===== config.mk =====
export PLATFORM = sky130hd
export DESIGN_NAME = usb_command_frame_parser
export DESIGN_NICKNAME = d
export VERILOG_FILES = /design/src/hw/rtl/ucfp_pkg.sv /design/src/hw/rtl/ucfp_front.sv /design/src/hw/rtl/ucfp_decide.sv /design/src/hw/rtl/ucfp_queue.sv /design/src/hw/rtl/usb_command_frame_parser.sv
export SDC_FILE = /design/constraint.sdc
export NUM_CORES = 2
export LEC_CHECK = 0
export ABC_CLOCK_PERIOD_IN_PS = 12800
export BUFFER_PORTS_ARGS = -buffer_cell sky130_fd_sc_hd__buf_2
export CORE_MARGIN = 5
export CORE_UTILIZATION = 65
export DETAILED_ROUTE_END_ITERATION = 16
export HOLD_SLACK_MARGIN = 0.06
export PLACE_DENSITY_LB_ADDON = 0.15
export SLEW_MARGIN = 0
export SYNTH_ARGS = -nofsm -noshare
export SYNTH_HDL_FRONTEND = slang
export SYNTH_SLANG_ARGS = --single-unit

===== constraint.sdc =====
create_clock -name i_clk -period 12.8 [get_ports i_clk]
set_clock_uncertainty 0.05 [all_clocks]
set_input_delay 0.64 -clock i_clk [delete_from_list [all_inputs] [get_ports i_clk]]
set_output_delay 0.64 -clock i_clk [all_outputs]
set_load 0.03 [all_outputs]

===== src/hw/rtl/ucfp_pkg.sv =====
// ----------------------------------------------------------------------------
// ucfp_pkg
// Types and constants of the command frame parser.
// ----------------------------------------------------------------------------
package ucfp_pkg;
    localparam int CHUNK_BYTES        = 65536;
    localparam int SAMPLE_LIMIT_BYTES = 33554432;
    localparam int SAMPLE_SLOT_BYTES  = 4194304;
    localparam int CHUNK_W            = $clog2(CHUNK_BYTES + 1);
    localparam int SLOT_SHIFT         = $clog2(SAMPLE_SLOT_BYTES);
    localparam int QUEUE_DEPTH        = 4;
    localparam int QUEUE_AW           = $clog2(QUEUE_DEPTH);

    localparam logic [7:0] MAGIC0    = 8'hf3;
    localparam logic [7:0] MAGIC1    = 8'h0f;
    localparam logic [7:0] MAGIC2    = 8'hab;
    localparam logic [7:0] MAGIC3_N  = 8'hca;
    localparam logic [7:0] MAGIC3_W  = 8'hcb;
    localparam logic [7:0] INFO_IDX  = 8'd64;

    localparam logic [1:0] OP_BYTE    = 2'd0;
    localparam logic [1:0] OP_TIMEOUT = 2'd1;
    localparam logic [1:0] OP_SENT    = 2'd2;

    localparam logic [1:0] EV_REPLY  = 2'd0;
    localparam logic [1:0] EV_WRITE  = 2'd1;
    localparam logic [1:0] EV_REJECT = 2'd2;
    localparam logic [1:0] EV_DATA   = 2'd3;

    localparam logic [7:0] CMD_GET_PRESET = 8'd0;
    localparam logic [7:0] CMD_SET_PRESET = 8'd1;
    localparam logic [7:0] CMD_GET_SAMPLE = 8'd2;
    localparam logic [7:0] CMD_SET_SAMPLE = 8'd3;
    localparam logic [7:0] CMD_GET_WAVE   = 8'd4;
    localparam logic [7:0] CMD_SET_WAVE   = 8'd5;
    localparam logic [7:0] CMD_COUNT      = 8'd6;

    localparam logic [1:0] REG_PRESET = 2'd0;
    localparam logic [1:0] REG_INFO   = 2'd1;
    localparam logic [1:0] REG_WAVE   = 2'd2;
    localparam logic [1:0] REG_STRIDE = 2'd3;
    localparam int CFG_W = 21;

    typedef enum logic [2:0] {
        PH_M0, PH_M1, PH_M2, PH_M3, PH_HDR, PH_DATA, PH_WAIT
    } t_phase;

    typedef struct packed {
        logic [1:0] op;
        logic [7:0] rx_byte;
    } t_in;

    typedef struct packed {
        logic [1:0]  event_res;
        logic [2:0]  reply_cmd;
        logic [7:0]  reply_index;
        logic [31:0] reply_offset;
        logic [31:0] reply_length;
        logic        reply_wide;
        logic [7:0]  payload_byte;
        logic [31:0] payload_address;
        logic        chunk_end;
        logic        last;
    } t_out;

    // Classified beat from the front end to the back end.
    typedef struct packed {
        logic        hdr_done;
        logic        data;
        logic [7:0]  cmd;
        logic [7:0]  idx;
        logic [31:0] ofs;
        logic [31:0] len;
        logic        wide;
        logic [7:0]  byte_v;
    } t_job;
endpackage


===== src/hw/rtl/ucfp_front.sv =====
// ----------------------------------------------------------------------------
// ucfp_front
// Magic hunt and header assembly; hands finished headers and payload bytes on.
// ----------------------------------------------------------------------------
module ucfp_front (
    input  logic            i_clk,
    input  logic            i_rst_n,
    input  ucfp_pkg::t_in   i_in,
    input  logic            i_fire,
    input  logic            i_hdr_ok_data, // header opened a payload phase
    input  logic            i_hdr_ok_wait, // header opened a send-done wait
    input  logic            i_data_last,   // payload byte ends the transfer
    output ucfp_pkg::t_phase o_phase_next,
    output logic [7:0]      o_idx,         // index byte of the header in progress
    output ucfp_pkg::t_job  o_job,
    output logic            o_job_valid
);
    ucfp_pkg::t_phase r_phase, n_phase;
    logic        r_wide, n_wide;
    logic [3:0]  r_cnt, n_cnt;
    logic [7:0]  r_cmd, n_cmd, r_idx, n_idx;
    logic [31:0] r_ofs, n_ofs, r_len, n_len;
    logic [2:0]  k;
    logic [2:0]  w;
    logic [3:0]  cnt1;
    logic [7:0]  b;

    assign b = i_in.rx_byte;
    assign w = r_wide ? 3'd4 : 3'd2;
    assign k = 3'(r_cnt - 4'd2);
    assign cnt1 = r_cnt + 4'd1;

    always_comb begin
        n_phase = r_phase; n_wide = r_wide; n_cnt = r_cnt;
        n_cmd = r_cmd; n_idx = r_idx; n_ofs = r_ofs; n_len = r_len;
        o_job = '0;
        o_job_valid = 1'b0;
        if (i_fire) begin
            if (i_in.op == ucfp_pkg::OP_TIMEOUT) begin
                n_phase = ucfp_pkg::PH_M0;
            end else if (i_in.op == ucfp_pkg::OP_SENT) begin
                if (r_phase == ucfp_pkg::PH_WAIT) n_phase = ucfp_pkg::PH_M0;
            end else if (i_in.op == ucfp_pkg::OP_BYTE) begin
                case (r_phase)
                    ucfp_pkg::PH_M0: n_phase = (b == ucfp_pkg::MAGIC0) ?
                        ucfp_pkg::PH_M1 : ucfp_pkg::PH_M0;
                    ucfp_pkg::PH_M1: n_phase = (b == ucfp_pkg::MAGIC1) ? ucfp_pkg::PH_M2 :
                        (b == ucfp_pkg::MAGIC0) ? ucfp_pkg::PH_M1 : ucfp_pkg::PH_M0;
                    ucfp_pkg::PH_M2: n_phase = (b == ucfp_pkg::MAGIC2) ? ucfp_pkg::PH_M3 :
                        (b == ucfp_pkg::MAGIC0) ? ucfp_pkg::PH_M1 : ucfp_pkg::PH_M0;
                    ucfp_pkg::PH_M3: begin
                        if (b == ucfp_pkg::MAGIC3_N || b == ucfp_pkg::MAGIC3_W) begin
                            n_phase = ucfp_pkg::PH_HDR;
                            n_wide = (b == ucfp_pkg::MAGIC3_W);
                            n_cnt = '0; n_cmd = '0; n_idx = '0; n_ofs = '0; n_len = '0;
                        end else begin
                            n_phase = (b == ucfp_pkg::MAGIC0) ?
                                ucfp_pkg::PH_M1 : ucfp_pkg::PH_M0;
                        end
                    end
                    ucfp_pkg::PH_HDR: begin
                        if (r_cnt == 4'd0) n_cmd = b;
                        else if (r_cnt == 4'd1) n_idx = b;
                        else if (k < w) n_ofs = r_ofs | (32'(b) << {k[1:0], 3'b000});
                        else n_len = r_len | (32'(b) << {2'(k - w), 3'b000});
                        n_cnt = cnt1;
                        if (cnt1 == 4'(4'd2 + 4'(w) * 4'd2)) begin
                            o_job_valid = 1'b1;
                            o_job.hdr_done = 1'b1;
                            o_job.cmd = n_cmd; o_job.idx = n_idx;
                            o_job.ofs = n_ofs; o_job.len = n_len; o_job.wide = r_wide;
                            n_phase = i_hdr_ok_data ? ucfp_pkg::PH_DATA :
                                i_hdr_ok_wait ? ucfp_pkg::PH_WAIT : ucfp_pkg::PH_M0;
                        end
                    end
                    ucfp_pkg::PH_DATA: begin
                        o_job_valid = 1'b1;
                        o_job.data = 1'b1;
                        o_job.byte_v = b;
                        if (i_data_last) n_phase = ucfp_pkg::PH_M0;
                    end
                    default: ;
                endcase
            end
        end
    end

    assign o_phase_next = n_phase;
    assign o_idx = r_idx;

    always_ff @(posedge i_clk) begin
        if (!i_rst_n) begin
            r_phase <= ucfp_pkg::PH_M0;
            r_wide <= 1'b0; r_cnt <= '0;
        end else begin
            r_phase <= n_phase; r_wide <= n_wide; r_cnt <= n_cnt;
        end
        r_cmd <= n_cmd; r_idx <= n_idx; r_ofs <= n_ofs; r_len <= n_len;
    end
endmodule


===== src/hw/rtl/ucfp_decide.sv =====
// ----------------------------------------------------------------------------
// ucfp_decide
// Header checks and payload bookkeeping; turns a classified beat into a result.
// ----------------------------------------------------------------------------
module ucfp_decide (
    input  logic                     i_clk,
    input  logic                     i_rst_n,
    input  logic                     i_fire,
    input  logic                     i_clear,
    input  ucfp_pkg::t_job           i_job,
    input  logic                     i_job_valid,
    input  logic [15:0]              i_preset,
    input  logic [15:0]              i_info,
    input  logic [ucfp_pkg::CFG_W-1:0] i_wave,
    input  logic [31:0]              i_wave_base, // index times stride, precomputed
    output logic                     o_hdr_ok_data,
    output logic                     o_hdr_ok_wait,
    output logic                     o_data_last,
    output ucfp_pkg::t_out           o_res,
    output logic                     o_res_valid
);
    logic [7:0]  r_cmd, r_idx;
    logic [31:0] r_left, r_addr;
    logic [ucfp_pkg::CHUNK_W-1:0] r_chunk;
    logic [32:0] sum, lim;
    logic        bad;
    logic [31:0] left1, base;
    logic [ucfp_pkg::CHUNK_W-1:0] chunk1;
    logic [7:0]  c;

    assign c = i_job.cmd;

    always_comb begin
        if (c == ucfp_pkg::CMD_GET_SAMPLE || c == ucfp_pkg::CMD_SET_SAMPLE)
            lim = 33'(ucfp_pkg::SAMPLE_LIMIT_BYTES);
        else if (c == ucfp_pkg::CMD_GET_WAVE || c == ucfp_pkg::CMD_SET_WAVE)
            lim = 33'(i_wave);
        else
            lim = (i_job.idx >= ucfp_pkg::INFO_IDX) ? 33'(i_info) : 33'(i_preset);
        sum = 33'(i_job.ofs) + 33'(i_job.len);
        bad = (c >= ucfp_pkg::CMD_COUNT) || (sum > lim) ||
              (c == ucfp_pkg::CMD_SET_PRESET && i_job.idx >= ucfp_pkg::INFO_IDX);
        if (c == ucfp_pkg::CMD_SET_SAMPLE)
            base = i_job.ofs + (32'(i_job.idx) << ucfp_pkg::SLOT_SHIFT);
        else if (c == ucfp_pkg::CMD_SET_WAVE)
            base = i_job.ofs + i_wave_base;
        else
            base = i_job.ofs;
        left1 = r_left - 32'd1;
        chunk1 = (r_chunk != '0) ? r_chunk - 1'b1 : r_chunk;
    end

    assign o_hdr_ok_data = !bad && i_job.len != '0 && c[0];
    assign o_hdr_ok_wait = !bad && !c[0];
    assign o_data_last = (left1 == '0);

    always_comb begin
        o_res = '0;
        o_res_valid = i_job_valid;
        if (i_job.hdr_done) begin
            if (bad) begin
                o_res.event_res = ucfp_pkg::EV_REJECT;
            end else if (!c[0]) begin
                o_res.event_res = ucfp_pkg::EV_REPLY;
                o_res.reply_cmd = 3'(c + 8'd1);
                o_res.reply_index = (c == ucfp_pkg::CMD_GET_SAMPLE) ?
                    (i_job.idx & 8'd7) : i_job.idx;
                o_res.reply_offset = i_job.ofs;
                o_res.reply_length = i_job.len;
                o_res.reply_wide = (c == ucfp_pkg::CMD_GET_PRESET) ? i_job.wide : 1'b1;
                if (c == ucfp_pkg::CMD_GET_PRESET && i_job.len == '0) begin
                    o_res.reply_length = 32'(lim) - i_job.ofs;
                    o_res.reply_wide = 1'b0;
                end
            end else begin
                o_res.event_res = ucfp_pkg::EV_WRITE;
                o_res.reply_cmd = 3'(c);
                o_res.reply_index = i_job.idx;
                o_res.reply_offset = i_job.ofs;
                o_res.reply_length = i_job.len;
                o_res.reply_wide = (c == ucfp_pkg::CMD_SET_SAMPLE) ? 1'b1 : i_job.wide;
            end
        end else begin
            o_res.event_res = ucfp_pkg::EV_DATA;
            o_res.reply_cmd = 3'(r_cmd);
            o_res.reply_index = r_idx;
            o_res.payload_byte = i_job.byte_v;
            o_res.payload_address = r_addr;
            o_res.chunk_end = (r_cmd == ucfp_pkg::CMD_SET_SAMPLE) && (chunk1 == '0);
            o_res.last = o_data_last;
        end
    end

    always_ff @(posedge i_clk) begin
        if (!i_rst_n || i_clear) begin
            r_cmd <= '0; r_idx <= '0; r_left <= '0; r_addr <= '0; r_chunk <= '0;
        end else if (i_fire && i_job_valid) begin
            if (i_job.hdr_done) begin
                r_cmd <= c; r_idx <= i_job.idx; r_left <= i_job.len; r_addr <= base;
                r_chunk <= (i_job.len > 32'(ucfp_pkg::CHUNK_BYTES)) ?
                    ucfp_pkg::CHUNK_W'(ucfp_pkg::CHUNK_BYTES) :
                    ucfp_pkg::CHUNK_W'(i_job.len);
            end else begin
                r_left <= left1;
                r_addr <= r_addr + 32'd1;
                if (chunk1 == '0 && left1 != '0)
                    r_chunk <= (left1 > 32'(ucfp_pkg::CHUNK_BYTES)) ?
                        ucfp_pkg::CHUNK_W'(ucfp_pkg::CHUNK_BYTES) :
                        ucfp_pkg::CHUNK_W'(left1);
                else
                    r_chunk <= chunk1;
            end
        end
    end
endmodule


===== src/hw/rtl/ucfp_queue.sv =====
// ----------------------------------------------------------------------------
// ucfp_queue
// Short result queue between the parser and the output channel.
// ----------------------------------------------------------------------------
module ucfp_queue (
    input  logic           i_clk,
    input  logic           i_rst_n,
    input  logic           i_push,
    input  ucfp_pkg::t_out i_data,
    input  logic           i_pop,
    output ucfp_pkg::t_out o_data,
    output logic           o_valid,
    output logic           o_full
);
    ucfp_pkg::t_out r_mem [ucfp_pkg::QUEUE_DEPTH];
    logic [ucfp_pkg::QUEUE_AW-1:0] r_wp, r_rp;
    logic [ucfp_pkg::QUEUE_AW:0]   r_cnt;

    assign o_valid = (r_cnt != '0);
    assign o_full  = (r_cnt == (ucfp_pkg::QUEUE_AW+1)'(ucfp_pkg::QUEUE_DEPTH));
    assign o_data  = r_mem[r_rp];

    always_ff @(posedge i_clk) begin
        if (i_push) r_mem[r_wp] <= i_data;
    end

    always_ff @(posedge i_clk) begin
        if (!i_rst_n) begin
            r_wp <= '0; r_rp <= '0; r_cnt <= '0;
        end else begin
            if (i_push) r_wp <= r_wp + 1'b1;
            if (i_pop)  r_rp <= r_rp + 1'b1;
            r_cnt <= r_cnt + (ucfp_pkg::QUEUE_AW+1)'(i_push)
                           - (ucfp_pkg::QUEUE_AW+1)'(i_pop);
        end
    end
endmodule


===== src/hw/rtl/usb_command_frame_parser.sv =====
// ----------------------------------------------------------------------------
// usb_command_frame_parser
// Result: a result beat is in the output queue in the cycle after its byte beat is taken.
// Throughput: one input beat per cycle; the queue of four result beats
// stalls input only while it is full.
// Reset: synchronous active low; returns to magic hunt, configuration registers to defaults.
// ----------------------------------------------------------------------------
// Command frame parser for a USB byte stream. The front end hunts for the
// magic and gathers header bytes. The decide stage checks the finished
// header against its command's limit and tags payload bytes with their
// address. Results sit in a short queue so the input keeps flowing while
// the consumer stalls, until the queue is full.
module usb_command_frame_parser (
    input  logic                      i_clk,
    input  logic                      i_rst_n,
    input  logic                      i_valid,
    output logic                      o_stall,
    input  ucfp_pkg::t_in             i_data,
    output logic                      o_valid,
    input  logic                      i_stall,
    output ucfp_pkg::t_out            o_data,
    input  logic                      i_cfg_we,
    input  logic [1:0]                i_cfg_index,
    input  logic [ucfp_pkg::CFG_W-1:0] i_cfg_data
);
    logic [15:0] r_preset, r_info, r_stride;
    logic [ucfp_pkg::CFG_W-1:0] r_wave;
    logic [31:0] r_wave_base;
    logic [7:0]  hdr_idx;
    logic        fire, full, clear;
    logic        hdr_ok_data, hdr_ok_wait, data_last, job_valid, res_valid;
    ucfp_pkg::t_job job;
    ucfp_pkg::t_out res;
    ucfp_pkg::t_phase phase_next;

    // Stall only while the queue has no room for the beat's possible result.
    assign o_stall = full;
    assign fire = i_valid && !full;
    assign clear = fire && (i_data.op == ucfp_pkg::OP_TIMEOUT);

    always_ff @(posedge i_clk) begin
        if (!i_rst_n) begin
            r_preset <= 16'd1552; r_info <= 16'd64;
            r_wave <= ucfp_pkg::CFG_W'(35054); r_stride <= 16'd2062;
        end else if (i_cfg_we) begin
            case (i_cfg_index)
                ucfp_pkg::REG_PRESET: r_preset <= i_cfg_data[15:0];
                ucfp_pkg::REG_INFO:   r_info   <= i_cfg_data[15:0];
                ucfp_pkg::REG_WAVE:   r_wave   <= i_cfg_data;
                ucfp_pkg::REG_STRIDE: r_stride <= i_cfg_data[15:0];
                default: ;
            endcase
        end
    end

    // The index byte is the second header byte, so the stride product is
    // registered well before the header's last byte arrives.
    always_ff @(posedge i_clk) begin
        r_wave_base <= 32'(hdr_idx) * 32'(r_stride);
    end

    ucfp_front u_front (
        .i_clk(i_clk), .i_rst_n(i_rst_n), .i_in(i_data), .i_fire(fire),
        .i_hdr_ok_data(hdr_ok_data), .i_hdr_ok_wait(hdr_ok_wait),
        .i_data_last(data_last), .o_phase_next(phase_next), .o_idx(hdr_idx),
        .o_job(job), .o_job_valid(job_valid)
    );

    ucfp_decide u_decide (
        .i_clk(i_clk), .i_rst_n(i_rst_n), .i_fire(fire), .i_clear(clear),
        .i_job(job), .i_job_valid(job_valid), .i_preset(r_preset), .i_info(r_info),
        .i_wave(r_wave), .i_wave_base(r_wave_base), .o_hdr_ok_data(hdr_ok_data),
        .o_hdr_ok_wait(hdr_ok_wait), .o_data_last(data_last),
        .o_res(res), .o_res_valid(res_valid)
    );

    ucfp_queue u_queue (
        .i_clk(i_clk), .i_rst_n(i_rst_n), .i_push(fire && res_valid), .i_data(res),
        .i_pop(o_valid && !i_stall), .o_data(o_data), .o_valid(o_valid), .o_full(full)
    );
endmodule


Yosys cells after proc, flatten, opt, wreduce, memory -nomap -nowiden. Memories as Yosys holds them, arrays and structs flattened. A register that Yosys moved wholly into a read port is not among the register bits. Cells that the tools add are included.

Add/subtract/negate cells: 16. Muxes and demuxes: 72. Eq/ne operators: 29. $mul: 1. $lt $le $gt $ge: 6. Reductions and logical operators: 45. Shift-type cells: 2. Bitwise logic cells: 4.

Operators with widths (count): 91-bit two-way mux (4); 32-bit two-way mux (11); 81-bit two-way mux (2); 32-bit one-hot mux with 2 select lines (2); 33-bit two-way mux (3); 17-bit two-way mux (5); 77-bit two-way mux (1); 76-bit two-way mux (1); 65-bit two-way mux (1); 32-bit by 17-bit > comparator with 1-bit output, second input constant (2); 32-bit logical NOT (2); 32-bit bitwise OR (2); 32-bit nonzero test (2); 8-bit by 5-bit left shift with 32-bit output (2); 8-bit two-way mux (6); 42-bit two-way mux (1); 3-bit two-way mux (12); 32-bit by 32-bit adder with 33-bit output (1); 33-bit > comparator (1); 32-bit by 1-bit adder with 32-bit output, second input constant (1); 32-bit by 24-bit adder with 32-bit output (1); 32-bit by 30-bit adder with 32-bit output (1); 8-bit equality test, second input constant (4); 8-bit one-hot mux with 2 select lines (2); 53 further kinds (105).

Input bits: 38. Output and inout port bits: 122. Memory bits (writable): 480. Word-level logic and storage cells: 196. Memories: 1. Register bits after elaboration: 285.

Memories: u_queue.r_mem (depth 4, bits a word 120, rd ports 1, clocked after memory_dff 1, wr ports 1, line ucfp_queue.sv:15) `ucfp_pkg::t_out r_mem [ucfp_pkg::QUEUE_DEPTH];`.

Logic depth before layout (Yosys ltp).
Depth after elaboration: 29. Mapped depth: 35. Depth with buffers taken out: 28.

Hierarchy. A second synthesis with hierarchy kept.

Cell total of the unflattened synthesis: 4011. Area total of the unflattened synthesis: 43111.3 µm².

By module, submodules not included: ucfp_queue (sequential area each 14594.0 µm², times used 1, area each 17752.0 µm², cells each 669); ucfp_decide (sequential area each 1941.9 µm², times used 1, area each 13385.3 µm², cells each 2015); usb_command_frame_parser (sequential area each 1861.8 µm², times used 1, area each 7156.9 µm², cells each 820); ucfp_front (sequential area each 2562.5 µm², times used 1, area each 4817.1 µm², cells each 507).

Worst setup path after synthesis. No wires, ideal clock.

Path kind: register -> register. Start: reg u_front.r_cnt[0]. End: mem u_queue.r_mem[0][68] in the netlist's numbering (data pin). Cell stages (with the launch flop): 32. Clock period less this slack: 7.640 ns. Data arrival time: 7.365 ns. Buffers on the path: 6. Path slack: 5.160 ns. Cells stage by stage: dfxtp_1 clkbuf_1 clkbuf_1 clkbuf_1 clkbuf_1 inv_1 ha_1 or2_1 a221oi_1 clkbuf_1 a21oi_1 or2_2 inv_1 ha_1 a211oi_1 o21ai_0 a41oi_1 o22ai_1 a31oi_1 o21a_1 o21ai_0 xor2_1 ha_1 nand4_1 nor2_1 nand4_1 nor4_1 o221ai_1 o32ai_2 nand4_1 buf_2 a311oi_1.

RTL lines: start: declaration (line ucfp_front.sv:20) `logic [3:0] r_cnt, n_cnt;`; start signal: assignment (line ucfp_front.sv:96) `r_phase <= n_phase; r_wide <= n_wide; r_cnt <= n_cnt;`; end: declaration (line ucfp_queue.sv:15).

==> run_results.csv <==
group,metric,value,unit
pwr,power.density,110,nW/um^2
place,hpwl,84400,um
yosys,syn-instance-count,3806,
yosys,ys_seq_area_frac,0.502,
detailed_routing,viasPerCell,6.45,
sta,setup_viol_count_final,0,
pwr,power.total,5.06,mW
floorplanning,die_w,264,um
detailed_routing,first_pass_iters,9,
detailed_routing,postRouteAntennaNets,0,
yosys,yosysWarningCount,0,
sta,worst_pin_slew,1270,ps
global_routing,first_global_vias,29900,
job,max_cap_violations,0,
clock_tree,cts_tree,"done",
critical_path,rr_worst_depth,26,
floorplanning,die-area,69400,um^2
yosys,synth_flop_cell,"edfxtp_1",
yosys,ys_async_sr_fraction,0,
sta,tns,0,ps
yosys,yosys.area_share.simple,0.146,
critical_path,crit_arrival,9300,ps
clock_tree,cts-root-buf,"clkbuf_16",
clock_tree,cts.reportedPaths.clkPinSlew,60,ps
floorplanning,core_area,64000,um^2
critical_path,crit_fanout,162,
floorplanning,io_pins,160,
yosys,synth-xor-area-share,0.0352,
sta,fin_crit,9000,ps
clock_tree,numCtsBuffers,78,
pwr,p_leak,16.0,nW
clock_tree,clk_path_buf_depth,3,
detailed_routing,top_layer_used,"met5",
clock_tree,cts_setup_buffers,0,
yosys,synth.cell_area,41800,um^2
sta,rsz0062_at_grt,"no",
worst_hold_path,hp-class,"input pin to register",
floorplanning,rows,93,
clock_tree,ctsResizeCount,0,
yosys,synth_cell_types,90,
final_layout,multiInputGateArea,19400,um^2
critical_path,reg2reg_setup_slack,3800,ps
yosys,synth_top_family_by_area,"simple AND/OR/NAND/NOR gates",
pwr,ir_drop,89.6,uV
detailed_routing,drt_iter0_drc,3734,
final_layout,fillers,4533,
detailed_routing,wl_met1,45400,um
sta,final_max_slew_viol_count,0,
critical_path,path_class,"register to register",
global_routing,grtUsageTotal,0.339,
sta,min_period_over_period,0.703,
critical_path,r2r-end,"u_queue.r_mem[2][110]$_DFFE_PP_",
yosys,synthAdderAreaFrac,0.0936,
yosys,synthMuxAreaShare,0.0742,
floorplanning,die_y,264,um
detailed_routing,route.detailed.drc,0,
sta,hold_slack,207,ps
yosys,syn_nets,4103,
critical_path,worst_setup_path_end_kind,"register",
sta,fmax,111,MHz
clock_tree,clkSinkCount,767,
final_layout,layout_commonest_cell,"edfxtp_1",
critical_path,crit_required,13100,ps
global_routing,grt_max_degree,163,
clock_tree,insertion_delay,630,ps
detailed_routing,wl_met3,12100,um
final_layout,antenna_cells,0,
global_routing,grt_overflow,0,
critical_path,cp-start-kind,"register",
final_layout,fin_util,0.718,
sta,hold_viol,0,
place,routabilityCongestion,1.05,
yosys,ys_ff_latch,767,
final_layout,syn_to_final_growth,9.98,%
yosys,synth_edf_count,560,
floorplanning,initial_utilization,0.653,
detailed_routing,route.met2.wl,56500,um
yosys,synth.avg_cell_area,11.0,um^2
worst_hold_path,hold_depth,3,
final_layout,fin_nets,4198,
worst_hold_path,hp-start,"i_cfg_data[17]",
clock_tree,cts_hold_buf,0,
final_layout,most-common-layout-cells,"560 x edfxtp_1, 408 x nand2_1, 374 x nor2_1",
global_routing,antenna_found_initial,5,
yosys,synth-compound-area-share,0.112,
run_status,status,"finished, final reports clean",
detailed_routing,wire_per_inst,25.0,um
clock_tree,htreeDepth,3,
worst_hold_path,hold_end,"r_wave[17]$_SDFFE_PN0P_",
place,portBuffers,159,
critical_path,rr_startpoint,"u_front.r_cnt[0]$_SDFFE_PN0P_",
detailed_routing,finalWirelength,121000,um
sta,maxSlewHeadroom,0.153,
final_layout,regArea,21000,um^2
detailed_routing,vias,31100,
final_layout,post_route_cells_drive_above_1_share,0.138,
global_routing,grt_pass1_wl,181000,um
report_power, final:
group | internal (mW) | total, mW | switching [mW] | leakage, nW
Sequential | 2.64 | 2.65 | 0.00881 | 6.13
Clock | 1.29 | 2.28 | 0.988 | 1.26
Combinational | 0.0432 | 0.134 | 0.0911 | 8.66
critical path, cell delays in order, from the launching register on:
cell,delay [ps]
dfxtp_1,510
buf_4,450
ha_1,280
xnor2_1,160
nor4_1,130
o21ai_4,410
buf_12,520
nor2_1,240
ha_1,300
fa_1,470
a211oi_1,390
o21ai_0,200
a41oi_1,340
o22ai_1,210
a31oi_1,400
o21a_1,270
o21ai_0,140
xor2_1,170
ha_1,300
nand4_1,120
nor2_1,170
nand4_1,140
nor4_1,340
o221ai_1,180
o32ai_2,340
nand3_1,610
o31ai_1,710
synthesized netlist by cell type (7+ instances only):
library cell  instances  share of area
o22ai_1               7         0.0010
buf_1                28         0.0025
clkbuf_1            152          0.014
edfxtp_1            560           0.40
o31ai_1              21         0.0038
a211o_1              10         0.0021
a21o_1               35         0.0063
nand4b_1              7         0.0015
buf_2                12         0.0014
xnor2_1             116          0.024
nand3_1              72         0.0086
nand3b_1              7         0.0013
nor4_1               25         0.0037
mux2i_1              33         0.0079
and2_1              112          0.017
o21bai_1             19         0.0034
or4_1                13         0.0023
inv_1               199          0.018
nor3b_1               9         0.0016
o21a_1               18         0.0032
nand2_1             409          0.037
nand2b_1             25         0.0037
a31oi_1              54         0.0081
ha_1                170          0.051
nor2b_1              33         0.0049
o21ai_0             151          0.018
mux4_2              120          0.065
a21oi_1             332          0.040
nor2_1              377          0.034
dfxtp_1             207          0.099
and3_1               20         0.0030
xor2_1               52          0.011
nor3_1               52         0.0062
a211oi_1             41         0.0074
o211ai_1              9         0.0016
a221oi_1              7         0.0015
or3_1                16         0.0024
fa_1                 89          0.043
or2_2                41         0.0061
nand4_1              21         0.0031
cell families after synthesis:
kind of cell,after synthesis
AND/OR/NAND/NOR,1283
AO/OA/AOI/OAI,774
flip-flops,767
buffers and inverters,396
adder cells (fa/ha/maj),259
XOR/XNOR,168
multiplexers,159
final cells by class:
cell class,instances,share of cell area
clock buffers,104,0.0473
clock inverters,40,0.00871
inverters,199,0.0163
multi-input cells,2643,0.422
flip-flops and latches,767,0.456
well taps,855,0.0233
repair buffers,212,0.0265
per-stage QoR:
| step | area (um^2) | std cells | worst slack [ps] |
|---|---|---|---|
| final | 45900 | 4820 | 3800 |
| after CTS | 45900 | 4820 | 4150 |
| after global placement | 43400 | 4676 | 4510 |
| after detailed placement | 43400 | 4676 | 4230 |
| after floorplan | 41800 | 3806 | 5160 |
| after global routing | 45900 | 4820 | 3400 |
flip-flops by register name (all words and copies together), names as in the netlist, 16 cells and up, named ones only:
signal            cells
u_queue.r_mem       480
u_decide.r_addr      32
u_decide.r_left      32
u_front.r_len        32
u_front.r_ofs        32
r_wave_base          24
r_wave               21
u_decide.r_chunk     17
r_info               16
r_preset             16
r_stride             16
metal layers:
| layer | up-vias | track usage |
|---|---|---|
| li1 | 13900 | - |
| met1 | 15100 | 0.447 |
| met2 | 1729 | 0.546 |
| met3 | 309 | 0.0739 |
| met4 | 2 | 0.155 |
| met5 | - | 0 |
worst max path at each step:
stage                             startpoint                               to  slack [ps]
2_1_floorplan  u_front.r_cnt[0]$_SDFFE_PN0P_   u_queue.r_mem[0][68]$_DFFE_PP_        5160
3_3_place_gp   u_front.r_cnt[0]$_SDFFE_PN0P_  u_queue.r_mem[2][114]$_DFFE_PP_        4510
3_5_place_dp   u_front.r_cnt[0]$_SDFFE_PN0P_  u_queue.r_mem[1][110]$_DFFE_PP_        4230
4_1_cts        u_front.r_cnt[0]$_SDFFE_PN0P_  u_queue.r_mem[2][110]$_DFFE_PP_        4150
5_1_grt        u_front.r_cnt[0]$_SDFFE_PN0P_  u_queue.r_mem[0][110]$_DFFE_PP_        3400
6_report       u_front.r_cnt[0]$_SDFFE_PN0P_  u_queue.r_mem[2][110]$_DFFE_PP_        3800
Note: power is estimated with default switching activity, not from simulation.
